--- src/rtl/assert_macros.svh ---
// Assertion macros shared by the nearest palette color RTL.
// Included by nearest_palette_color, which carries the concurrent checks.
`ifndef ASSERT_MACROS_SVH
`define ASSERT_MACROS_SVH
`ifndef NO_ASSERTIONS
`define NPC_ASSERT(lbl, clk, rst_n, prop) \
	lbl: assert property (@(posedge clk) disable iff (!rst_n) prop) \
		else $error("npc assertion failed");
`define NPC_NEVER(lbl, clk, rst_n, expr) \
	lbl: assert property (@(posedge clk) disable iff (!rst_n) !(expr)) \
		else $error("npc forbidden condition");
`else
`define NPC_ASSERT(lbl, clk, rst_n, prop)
`define NPC_NEVER(lbl, clk, rst_n, expr)
`endif
`endif

--- src/rtl/npc_pkg.sv ---
// Package for the nearest palette color search: constants, token type,
// color distance function. No dependencies.
`default_nettype none
package npc_pkg;
	localparam int NPC_DEPTH    = 64;
	localparam int COLOR_W      = 24;
	localparam int CHAN_W       = 8;
	localparam int DIST_W       = 18;
	localparam int IDX_OUT_W    = 6;
	localparam int CNT_W        = 7;
	localparam logic [CNT_W-1:0] CNT_RESET = 7'd60;
	localparam logic [CHAN_W-1:0] CHAN_MASK = 8'hFF;

	localparam logic OP_WRITE = 1'b0;
	localparam logic OP_QUERY = 1'b1;

	typedef struct packed {
		logic               valid;
		logic [COLOR_W-1:0] color;
		logic [DIST_W-1:0]  best_d;
	} tok_t;

	function automatic logic [DIST_W-1:0] color_dist(
		input logic [COLOR_W-1:0] a,
		input logic [COLOR_W-1:0] b
	);
		logic [CHAN_W-1:0]  ca;
		logic [CHAN_W-1:0]  cb;
		logic [CHAN_W-1:0]  d;
		logic [DIST_W-1:0]  acc;
		acc = '0;
		for (int c = 0; c < 3; c++) begin
			ca = a[c*CHAN_W +: CHAN_W] & CHAN_MASK;
			cb = b[c*CHAN_W +: CHAN_W] & CHAN_MASK;
			d = (ca >= cb) ? (ca - cb) : (cb - ca);
			acc = acc + DIST_W'({8'd0, d} * {8'd0, d});
		end
		return acc;
	endfunction
endpackage
`default_nettype wire

--- src/rtl/npc_cell.sv ---
// One palette cell: holds one entry, scores the passing query token against
// it and hands the updated running minimum to the next cell. Uses npc_pkg.
`default_nettype none
module npc_cell import npc_pkg::*; #(
	parameter int IdxW  = 6,
	parameter int Index = 0
) (
	input  wire logic               clk,
	input  wire logic               arst_n,
	input  wire logic               adv,
	input  wire logic               wr_en,
	input  wire logic [COLOR_W-1:0] wr_color,
	input  wire logic               active,
	input  wire tok_t               tok_i,
	input  wire logic [IdxW-1:0]    best_i_i,
	output tok_t                    tok_o,
	output logic [IdxW-1:0]         best_i_o
);
	logic [COLOR_W-1:0] entry_q;
	logic               vld_q;
	logic [COLOR_W-1:0] color_q;
	logic [DIST_W-1:0]  best_d_q;
	logic [IdxW-1:0]    best_i_q;
	logic [DIST_W-1:0]  cur_d;
	logic               take;

	assign cur_d = color_dist(tok_i.color, entry_q);
	assign take  = active && (cur_d < tok_i.best_d);

	always_ff @(posedge clk) begin
		if (wr_en) begin
			entry_q <= wr_color;
		end
	end

	always_ff @(posedge clk or negedge arst_n) begin
		if (!arst_n) begin
			vld_q <= 1'b0;
		end else if (adv) begin
			vld_q <= tok_i.valid;
		end
	end

	always_ff @(posedge clk) begin
		if (adv) begin
			color_q  <= tok_i.color;
			best_d_q <= take ? cur_d : tok_i.best_d;
			best_i_q <= take ? IdxW'(Index) : best_i_i;
		end
	end

	assign tok_o.valid  = vld_q;
	assign tok_o.color  = color_q;
	assign tok_o.best_d = best_d_q;
	assign best_i_o     = best_i_q;
endmodule
`default_nettype wire

--- config.mk ---
export PLATFORM = sky130hd
export DESIGN_NAME = npc_cell
export DESIGN_NICKNAME = d
export VERILOG_FILES = /design/src/rtl/assert_macros.svh /design/src/rtl/npc_pkg.sv /design/src/rtl/npc_cell.sv
export SDC_FILE = /design/constraint.sdc
export NUM_CORES = 1
export LEC_CHECK = 0
export BUFFER_PORTS_ARGS = -buffer_cell sky130_fd_sc_hd__buf_2
export CAP_MARGIN = 20
export CORE_UTILIZATION = 50
export CTS_CLUSTER_DIAMETER = 50
export CTS_CLUSTER_SIZE = 10
export DETAILED_ROUTE_END_ITERATION = 6
export GPL_TIMING_DRIVEN = 0
export PLACE_DENSITY_LB_ADDON = 0.2
export SLEW_MARGIN = 5
export SYNTH_ARGS = -nofsm -noshare
export SYNTH_HDL_FRONTEND = slang
export SYNTH_SLANG_ARGS = --single-unit
--- constraint.sdc ---
create_clock -name clk -period 18 [get_ports clk]
set_input_delay 3.6 -clock clk [delete_from_list [all_inputs] [get_ports clk]]
set_output_delay 3.6 -clock clk [all_outputs]
set_load 0.01 [all_outputs]
# Yosys cells after proc, flatten, opt, wreduce, memory -nomap -nowiden
# Cells that the tools add are included.
dict set report totals {
  regBits 73
  inputBits 78
  output_inout_bits 49
}
dict set report op_classes {
  n_addsub 8
  multipliers 3
  magnitude_cmp 4
  mux 4
  n_reduce_logical 1
}
# operator count
set op_table {}
lappend op_table {{multiplier 8 x 8 -> 16 bit} 3}
lappend op_table {{subtractor 8 bit} 6}
lappend op_table {{>= comparator 8 bit} 3}
lappend op_table {{2-to-1 mux 8 bit} 3}
lappend op_table {{adder 17 x 16 -> 18 bit} 1}
lappend op_table {{< comparator 18 bit} 1}
lappend op_table {{2-to-1 mux 18 bit} 1}
lappend op_table {{adder 16 x 16 -> 17 bit} 1}
lappend op_table {{logical AND 1 bit} 1}

# Longest topological paths before layout
# Gate-level depths: netlist of run 1.
dict set report depth {
  word_depth 8
  depth_mapped 43
  ltp_nobuf 39
}

# Worst setup path before layout of run 1
# OpenSTA, ideal clock, no wires.
dict set report synth_path {
  path_type {input to register}
  startpoint {input port tok_i[18] (netlist bit)}
  endpoint {register best_d_q[16] (data pin)}
  t_arrival_ns 12.442
  path_slack_ns 5.298
  stages 38
  path_buffers 3
  path_cell_list {inv_1 -> ha_1 -> inv_1 -> fa_1 -> nand3_1 -> a31o_1 -> nor2b_1 -> buf_2 -> mux2i_1 -> xor2_2 -> or2_1 -> inv_1 -> fa_1 -> fa_1 -> inv_1 -> fa_1 -> fa_1 -> inv_1 -> [2 not listed] -> inv_1 -> fa_1 -> inv_1 -> ha_1 -> a21o_1 -> a21oi_1 -> a21oi_1 -> or3_1 -> a221oi_2 -> xnor2_1 -> ha_1 -> nand4_1 -> a211oi_1 -> o31a_1 -> a211o_1 -> clkbuf_1 -> clkbuf_1 -> mux2_2}
}
dict set report synth_via {
  elab_chain_len 8
  word_cells_on_any_way 10
}
# element line
set synth_rtl {}
lappend synth_rtl {{start: declaration} npc_cell.sv:14} ;# input wire tok_t tok_i,
lappend synth_rtl {{subtractor 8 bit or >= comparator 8 bit (tied branches)} npc_pkg.sv:35} ;# d = (ca >= cb) ? (ca - cb) : (cb - ca);
lappend synth_rtl {{2-to-1 mux 8 bit (*)} npc_pkg.sv:35}
lappend synth_rtl {{multiplier 8 x 8 -> 16 bit (*)} npc_pkg.sv:36} ;# acc = acc + DIST_W'({8'd0, d} * {8'd0, d});
lappend synth_rtl {{adder 16 x 16 -> 17 bit (*)} npc_pkg.sv:36}
lappend synth_rtl {{adder 17 x 16 -> 18 bit (*)} npc_pkg.sv:36}
lappend synth_rtl {{< comparator 18 bit} npc_cell.sv:28} ;# assign take = active && (cur_d < tok_i.best_d);
lappend synth_rtl {{logical AND 1 bit} npc_cell.sv:28}
lappend synth_rtl {{2-to-1 mux 18 bit (*)} npc_cell.sv:47} ;# best_d_q <= take ? cur_d : tok_i.best_d;
lappend synth_rtl {{end signal: assignment} npc_cell.sv:47}
lappend synth_rtl {{end: declaration} npc_cell.sv:22} ;# logic [DIST_W-1:0] best_d_q;
# Mark *: on every way between the ends. The rest lies on a longest branch, timed or not.
# A chain may end at the register's enable or synchronous reset.

# Final worst setup path of run 1
dict set report layout_path {
  startpoint {input port tok_i[34] (netlist bit)}
  endpoint {register best_d_q[16] (data pin)}
}
dict set report layout_via {
  elab_chain_len 7
  word_cells_on_any_way 9
}
# element line
set layout_rtl {}
lappend layout_rtl {{subtractor 8 bit or >= comparator 8 bit (tied branches)} npc_pkg.sv:35}
lappend layout_rtl {{2-to-1 mux 8 bit (*)} npc_pkg.sv:35}
lappend layout_rtl {{multiplier 8 x 8 -> 16 bit (*)} npc_pkg.sv:36}
lappend layout_rtl {{adder 17 x 16 -> 18 bit (*)} npc_pkg.sv:36}
lappend layout_rtl {{< comparator 18 bit} npc_cell.sv:28}
lappend layout_rtl {{logical AND 1 bit} npc_cell.sv:28}
lappend layout_rtl {{2-to-1 mux 18 bit (*)} npc_cell.sv:47}
# Marked as above.

==> metrics.md, run 1 <==
| Metric | Value |
|---|---|
| Post-CTS setup buffers | `0` |
| Outcome | `complete, but fails checks` |
| Area occupied by multi-input gates | `0.00732 mm²` |
| GP Congestion | `around 0.85` |
| Synth Register Bits | `73` |
| H-tree depth | `3` |
| Core Util, Final | `~57%` |
| Fin nets | `around 1600` |
| Final setup viols | `0` |
| Share of cells above drive strength 1 | `between 15 and 20%` |
| Final min period | `13.83 ns` |
| CP most frequent cell | `fa_1` |
| Mapped cell area | `0.0107 mm²` |
| Clk pin slew, worst setup/hold paths | `0.06 ns` |
| Mapped Cells | `1081` |
| Top_reg_cell synth | `edfxtp_1` |
| Skew-Pair Late Insertion Delay | `0.35 ns` |
| Detailed Routing Iterations Pass 1 | `7` |
| Worst Max-Slew Pin Slew | `~0.99 ns` |
| Worst hold-check path type | `reg2reg` |
| Grt ovf | `0` |
| WL per Instance | `13.6 µm` |
| Number of core rows | `53` |
| CTS tree | `built` |
| Post-Syn Area per Cell | `9.88 µm²` |
| Register area | `0.00219 mm²` |
| Largest stage delay, worst path | `0.78 ns` |
| CTS resizes | `0` |
| RSZ-0062 raised after global routing | `false` |
| Crit Path Class | `in2reg` |
| HPWL after DPL | `approximately 17000 µm` |
| Via density | `between 4 and 5` |
| Setup crit end kind | `register` |
| Sequential share of the synthesized area | `20.5%` |
| Largest net degree at the start of global routing | `37` |
| Max_slew headroom | `33.5%` |
| Clock buffer count from CTS | `9` |
| Worst EP required | `18.10 ns` |
| IO buf count | `126` |
| Placed Area | `0.0117 mm²` |
| DR iter-0 viols | `356` |
| Final instance area | `~0.012 mm²` |
| Fillers | `1950` |
| Failing checks | `design-rule violations` |
| Final Hold Viols | `0` |
| Core ar. | `0.0210 mm²` |
| Clock root buffer | `clkbuf_16` |
| Die area | `around 0.022 mm²` |
| Initial antenna violation count | `0` |
| Skew final | `0.00598 ns` |
| Setup TNS Final | `0 ns` |
| CP Max Fanout | `10` |
| Chip width | `148 µm` |
| Detailed-route via count | `7461` |
| Total GRT Usage | `19.6%` |
| Starting Density | `51.0%` |
| Post-CTS Hold Buffers | `0` |
| Ports | `127` |
| Max Freq | `0.0723 GHz` |
| Mapped Nets | `between 1000 and 1500` |
| Post-synth EDFFs | `72` |
| Count of cell types in the netlist | `80` |
| Clock sinks | `73` |
| Clk buf depth | `2` |
| Critical Path AT | `13.93 ns` |
| Vias in the first global route | `7457` |
| Die H | `around 150 µm` |
| Final Cycle Share | `76.9%` |
| DRC Markers | `2` |
| Pins Over Slew Limit | `0` |
| Number of max-cap violations | `0` |
| First-pass GRT wire length | `34000 µm` |
| Yosys warnings | `0` |
| Share of synthesized registers carrying an async set or reset | `1.37%` |
| Crit path launch type | `input pin` |
| Slowest cell on the critical path | `mux2i_1` |
| Antenna diodes | `0` |
| Antenna violation net count after detailed routing | `0` |
| DRT Wirelength | `roughly 20000 µm` |
| Area grow syn2layout | `12.4%` |
kinds of logic after synthesis:
kind of cell / after synthesis / synth area share (%)
compound gates: 143 / 9.10
fa+ha+maj: 280 / 42.6
simple gates: 226 / 11.0
xor+xnor: 32 / 2.97
buf+inv: 300 / 11.0
mux: 27 / 2.92
flops: 73 / 20.5
state kept, by name, summed over array words and instances (netlist names):
register and cells:
color_q 24, entry_q 24, best_d_q 18, best_i_o 6
vld_q 1
through the flow:
| stage | hold slack, ns | cells | setup WS [ns] |
|---|---|---|---|
| after floorplan | 0.482 | 1081 | 5.30 |
| after global placement | 0.491 | 1482 | 4.00 |
| after detailed placement | 0.502 | 1483 | 3.95 |
| after CTS | 0.517 | 1499 | 4.24 |
| after global routing | 0.537 | 1499 | 3.61 |
| final | 0.517 | 1499 | 4.17 |
placed cells by master, fill, tap and decap left out, drive strengths merged, types with 10 or more instances in the layout:
master / Yosys / routed
inv: 275 / 277
buf: 18 / 145
ha: 141 / 141
fa: 139 / 139
nor2: 76 / 76
edfxtp: 72 / 72
a21oi: 48 / 48
nand2: 38 / 38
nor2b: 27 / 27
o21ai: 26 / 26
nand2b: 22 / 22
mux2: 20 / 20
xnor2: 18 / 18
a21o: 16 / 16
clkbuf: 7 / 16
xor2: 14 / 14
and2: 11 / 11
and3: 10 / 10
layout make-up:
| type | count | area share, % |
|---|---|---|
| multi-input combinational | 708 | 61.0 |
| buffer | 25 | 1.16 |
| clock buffer | 9 | 1.88 |
| inverter | 275 | 8.60 |
| timing repair buffer | 127 | 5.42 |
| tap | 275 | 2.87 |
| sequential | 73 | 18.2 |
| clock inverter | 7 | 0.844 |
critical path: cells and delay by family:
kind	cells	cell delay (ns)
fa+ha+maj	11	4.76
xor+xnor	1	0.19
simple gates	5	0.95
compound gates	8	1.86
mux	2	1.16
buf+inv	9	1.39
path summary, 6_finish.rpt:
kind                                            start                      to  slack (ns)  cells past startpoint
worst min-delay path                vld_q$_DFFE_PN0P_       vld_q$_DFFE_PN0P_        0.52                      1
max in group asynchronous                      arst_n       vld_q$_DFFE_PN0P_       14.90                      1
worst max register to register  entry_q[19]$_DFFE_PP_  best_d_q[16]$_DFFE_PP_        7.23                     35
worst max-delay path                        tok_i[34]  best_d_q[16]$_DFFE_PP_        4.17                     36
min in group asynchronous                      arst_n       vld_q$_DFFE_PN0P_        3.01                      1
worst min register to register      vld_q$_DFFE_PN0P_       vld_q$_DFFE_PN0P_        0.52                      1
per-layer routing:
metal / vias up / wire length [µm] / part of all wire [%] / global-route usage (%)
met5: - / 0 / 0 / 0
met4: 0 / 169 / 0.83 / 4.23
met3: 10 / 549 / 2.7 / 2.36
met2: 111 / 10500 / 51 / 34.6
met1: 3622 / 9150 / 45 / 25.8
li1: 3718 / - / - / -
synthesized netlist by cell type, drive strengths merged, types with 2 or more instances:
cell     instances  area, µm²
o2111ai          2       17.5
xnor2           18        173
mux2            20        225
nand3            5       25.0
buf             18        111
nor2b           27        169
nor4             3       40.0
nor2            76        290
o31ai            3       22.5
o31a             2       17.5
fa             139       2780
o211ai           4       35.0
a32oi            3       26.3
or4              2       15.0
nand3b           4       30.0
edfxtp          72       2160
o21a             8       60.1
ha             141       1760
a21boi           2       15.0
o21ai           26        141
a221oi           3       38.8
or3              2       12.5
inv            275       1030
nor3             5       36.3
and2            11       71.3
a21o            16        120
clkbuf           7       27.5
or2              9       56.3
nand4            9       56.3
o211a            2       20.0
xor2            14        145
a31oi            3       25.0
a21oi           48        252
mux2i            7       86.3
nand2           38        148
a22oi            2       20.0
o22ai            5       31.3
a2111oi          2       23.8
nand2b          22        138
and3            10       62.6
Power of run 1 is not shown: default switching activity piles up to over one toggle a cycle in this logic, so the estimate is an artifact.
==> run 2, diff against run 1 <==
clock period = 12.4 ns   (was 18 ns; I/O delays follow)
==> metrics.md, run 2 (synthesis results as in run 1) <==
| Metric | Value |
|---|---|
| Reg2reg path depth | `33 (-5.7%)` |
| Final Cycle Share | `95.7%` |
| Die area | `0.0220 mm² (unchanged)` |
| Crit Path Class | `in2reg` |
| Clock sinks | `73 (unchanged)` |
| First-pass GRT wire length | `34200 µm (+0.53%)` |
| Starting Density | `51.0% (unchanged)` |
| Critical path depth in cells | `34 (-5.6%)` |
| Failing checks | `design-rule violations` |
| Detailed Routing Iterations Pass 1 | `7 (unchanged)` |
| Skew-Pair Late Insertion Delay | `0.35 ns (about the same)` |
| Commonest non-fill, non-tap cell in the layout | `inv_1` |
| Top delay family on crit path | `adder cells` |
| GP Congestion | `0.850 (unchanged)` |
| Grt ovf | `0 (unchanged)` |
| Antenna diodes | `0 (unchanged)` |
| Total GRT Usage | `19.7% (+0.11 points)` |
| Final min period | `roughly 12 ns` |
| Fin nets | `1580 (+0.19%)` |
| Hold path depth | `1 (unchanged)` |
| IO buf count | `126 (unchanged)` |
| Antenna violation net count after detailed routing | `0 (unchanged)` |
| CP most frequent cell | `fa_1` |
| Most frequent cells in the layout | `270 x inv_1, 141 x ha_1, 139 x fa_1` |
| Max Freq | `roughly 0.084 GHz` |
| Worst setup startpoint | `tok_i[26]` |
| CTS tree | `built` |
| Crit path launch type | `input pin` |
| Worst path bufs/invs | `6 (-3)` |
| Core Util, Final | `57.8% (+0.47 points)` |
| Outcome | `complete, but fails checks` |
| Setup TNS Final | `0 ns (unchanged)` |
| Clock root buffer | `clkbuf_16` |
| Pins Over Slew Limit | `0 (unchanged)` |
| Die H | `148 µm (unchanged)` |
| FF-to-FF Start | `entry_q[19]$_DFFE_PP_` |
| Core ar. | `0.0210 mm² (unchanged)` |
| Clock buffer count from CTS | `9 (unchanged)` |
| HPWL after DPL | `17300 µm (unchanged)` |
| Number of max-cap violations | `0 (unchanged)` |
| Worst Max-Slew Pin Slew | `0.880 ns (-0.111 ns)` |
| Share of cells above drive strength 1 | `17.7% (+1.1 points)` |
| Worst EP required | `12.49 ns (-5.61 ns)` |
| Largest stage delay, worst path | `0.57 ns (-0.21 ns)` |
| Initial antenna violation count | `0 (unchanged)` |
| Detailed-route via count | `7518 (+0.76%)` |
| Hold_sp | `vld_q$_DFFE_PN0P_` |
| DRT Wirelength | `20400 µm (+0.54%)` |
| H-tree depth | `3 (unchanged)` |
| CP Max Fanout | `10 (unchanged)` |
| Clk buf depth | `2 (unchanged)` |
| Worst hold-check path type | `reg2reg` |
| Number of core rows | `53 (unchanged)` |
| Max_slew headroom | `40.9% (+7.5 points)` |
| Largest registers | `color_q (24), entry_q (24), best_d_q (18)` |
| DR iter-0 viols | `404 (+13%)` |
| Final Hold Viols | `0 (unchanged)` |
| Ports | `127 (unchanged)` |
| Vias in the first global route | `7489 (+0.43%)` |
| Critical Path AT | `11.96 ns (-1.97 ns)` |
| Slowest cell on the critical path | `fa_1` |
| Clk pin slew, worst setup/hold paths | `0.06 ns (about the same)` |
| Area grow syn2layout | `13.3%` |
| Setup crit end kind | `register` |
| Worst R2R Setup Slack | `2.42 ns (-4.81 ns)` |
| WL per Instance | `13.6 µm (+0.34%)` |
| Chip width | `148 µm (unchanged)` |
| Largest net degree at the start of global routing | `37 (unchanged)` |
| Final instance area | `0.0121 mm² (+0.81%)` |
| Placed Area | `0.0117 mm² (unchanged)` |
| Skew final | `0.00597 ns (-0.0000128 ns)` |
| DRC Markers | `2 (unchanged)` |
| Final setup viols | `0 (unchanged)` |
| Via density | `5.01 (+0.56%)` |
-- run 2: metal layers --
layer	track usage [%]	up-vias	share of wire [%]
li1	-	3727	-
met1	25.8	3654	44
met2	34.9	126	51
met3	2.36	11	3.2
met4	4.23	0	0.84
met5	0	-	0
-- run 2: metrics by stage --
step / worst slack, ns / instances / hold slack, ns
finish: 0.539 / 1502 / 0.516
global route: -0.0197 / 1502 / 0.537
CTS: 0.143 / 1498 / 0.517
detailed placement: -0.535 / 1483 / 0.502
global placement: -0.478 / 1482 / 0.491
floorplan: 0.818 / 1081 / 0.482
-- run 2: path summary, 6_finish.rpt --
path | end
setup / recovery | best_d_q[14]$_DFFE_PP_
hold / removal | vld_q$_DFFE_PN0P_
setup reg to reg | best_d_q[14]$_DFFE_PP_
hold reg to reg | vld_q$_DFFE_PN0P_
max in group asynchronous | vld_q$_DFFE_PN0P_
min in group asynchronous | vld_q$_DFFE_PN0P_
-- run 2: area by class of cell --
type | count | area (µm²)
Sequential cell | 73 | 2190
Clock buffer | 9 | 225
Timing Repair Buffer | 131 | 681
Inverter | 275 | 1030
Fill cell | 1938 | 8850
Multi-Input combinational cell | 708 | 7390
Clock inverter | 7 | 101
Buffer | 24 | 144
Tap cell | 275 | 344
-- run 2: timing repair --
item | CTS | global route
pin swaps | 0 | 2
gates resized for setup | 6 | 13
hold buffers | 0 | 0
buffers inserted | 0 | 4
endpoints found under the setup margin | 14 | 24
Power of run 2 is left out for the same reason.
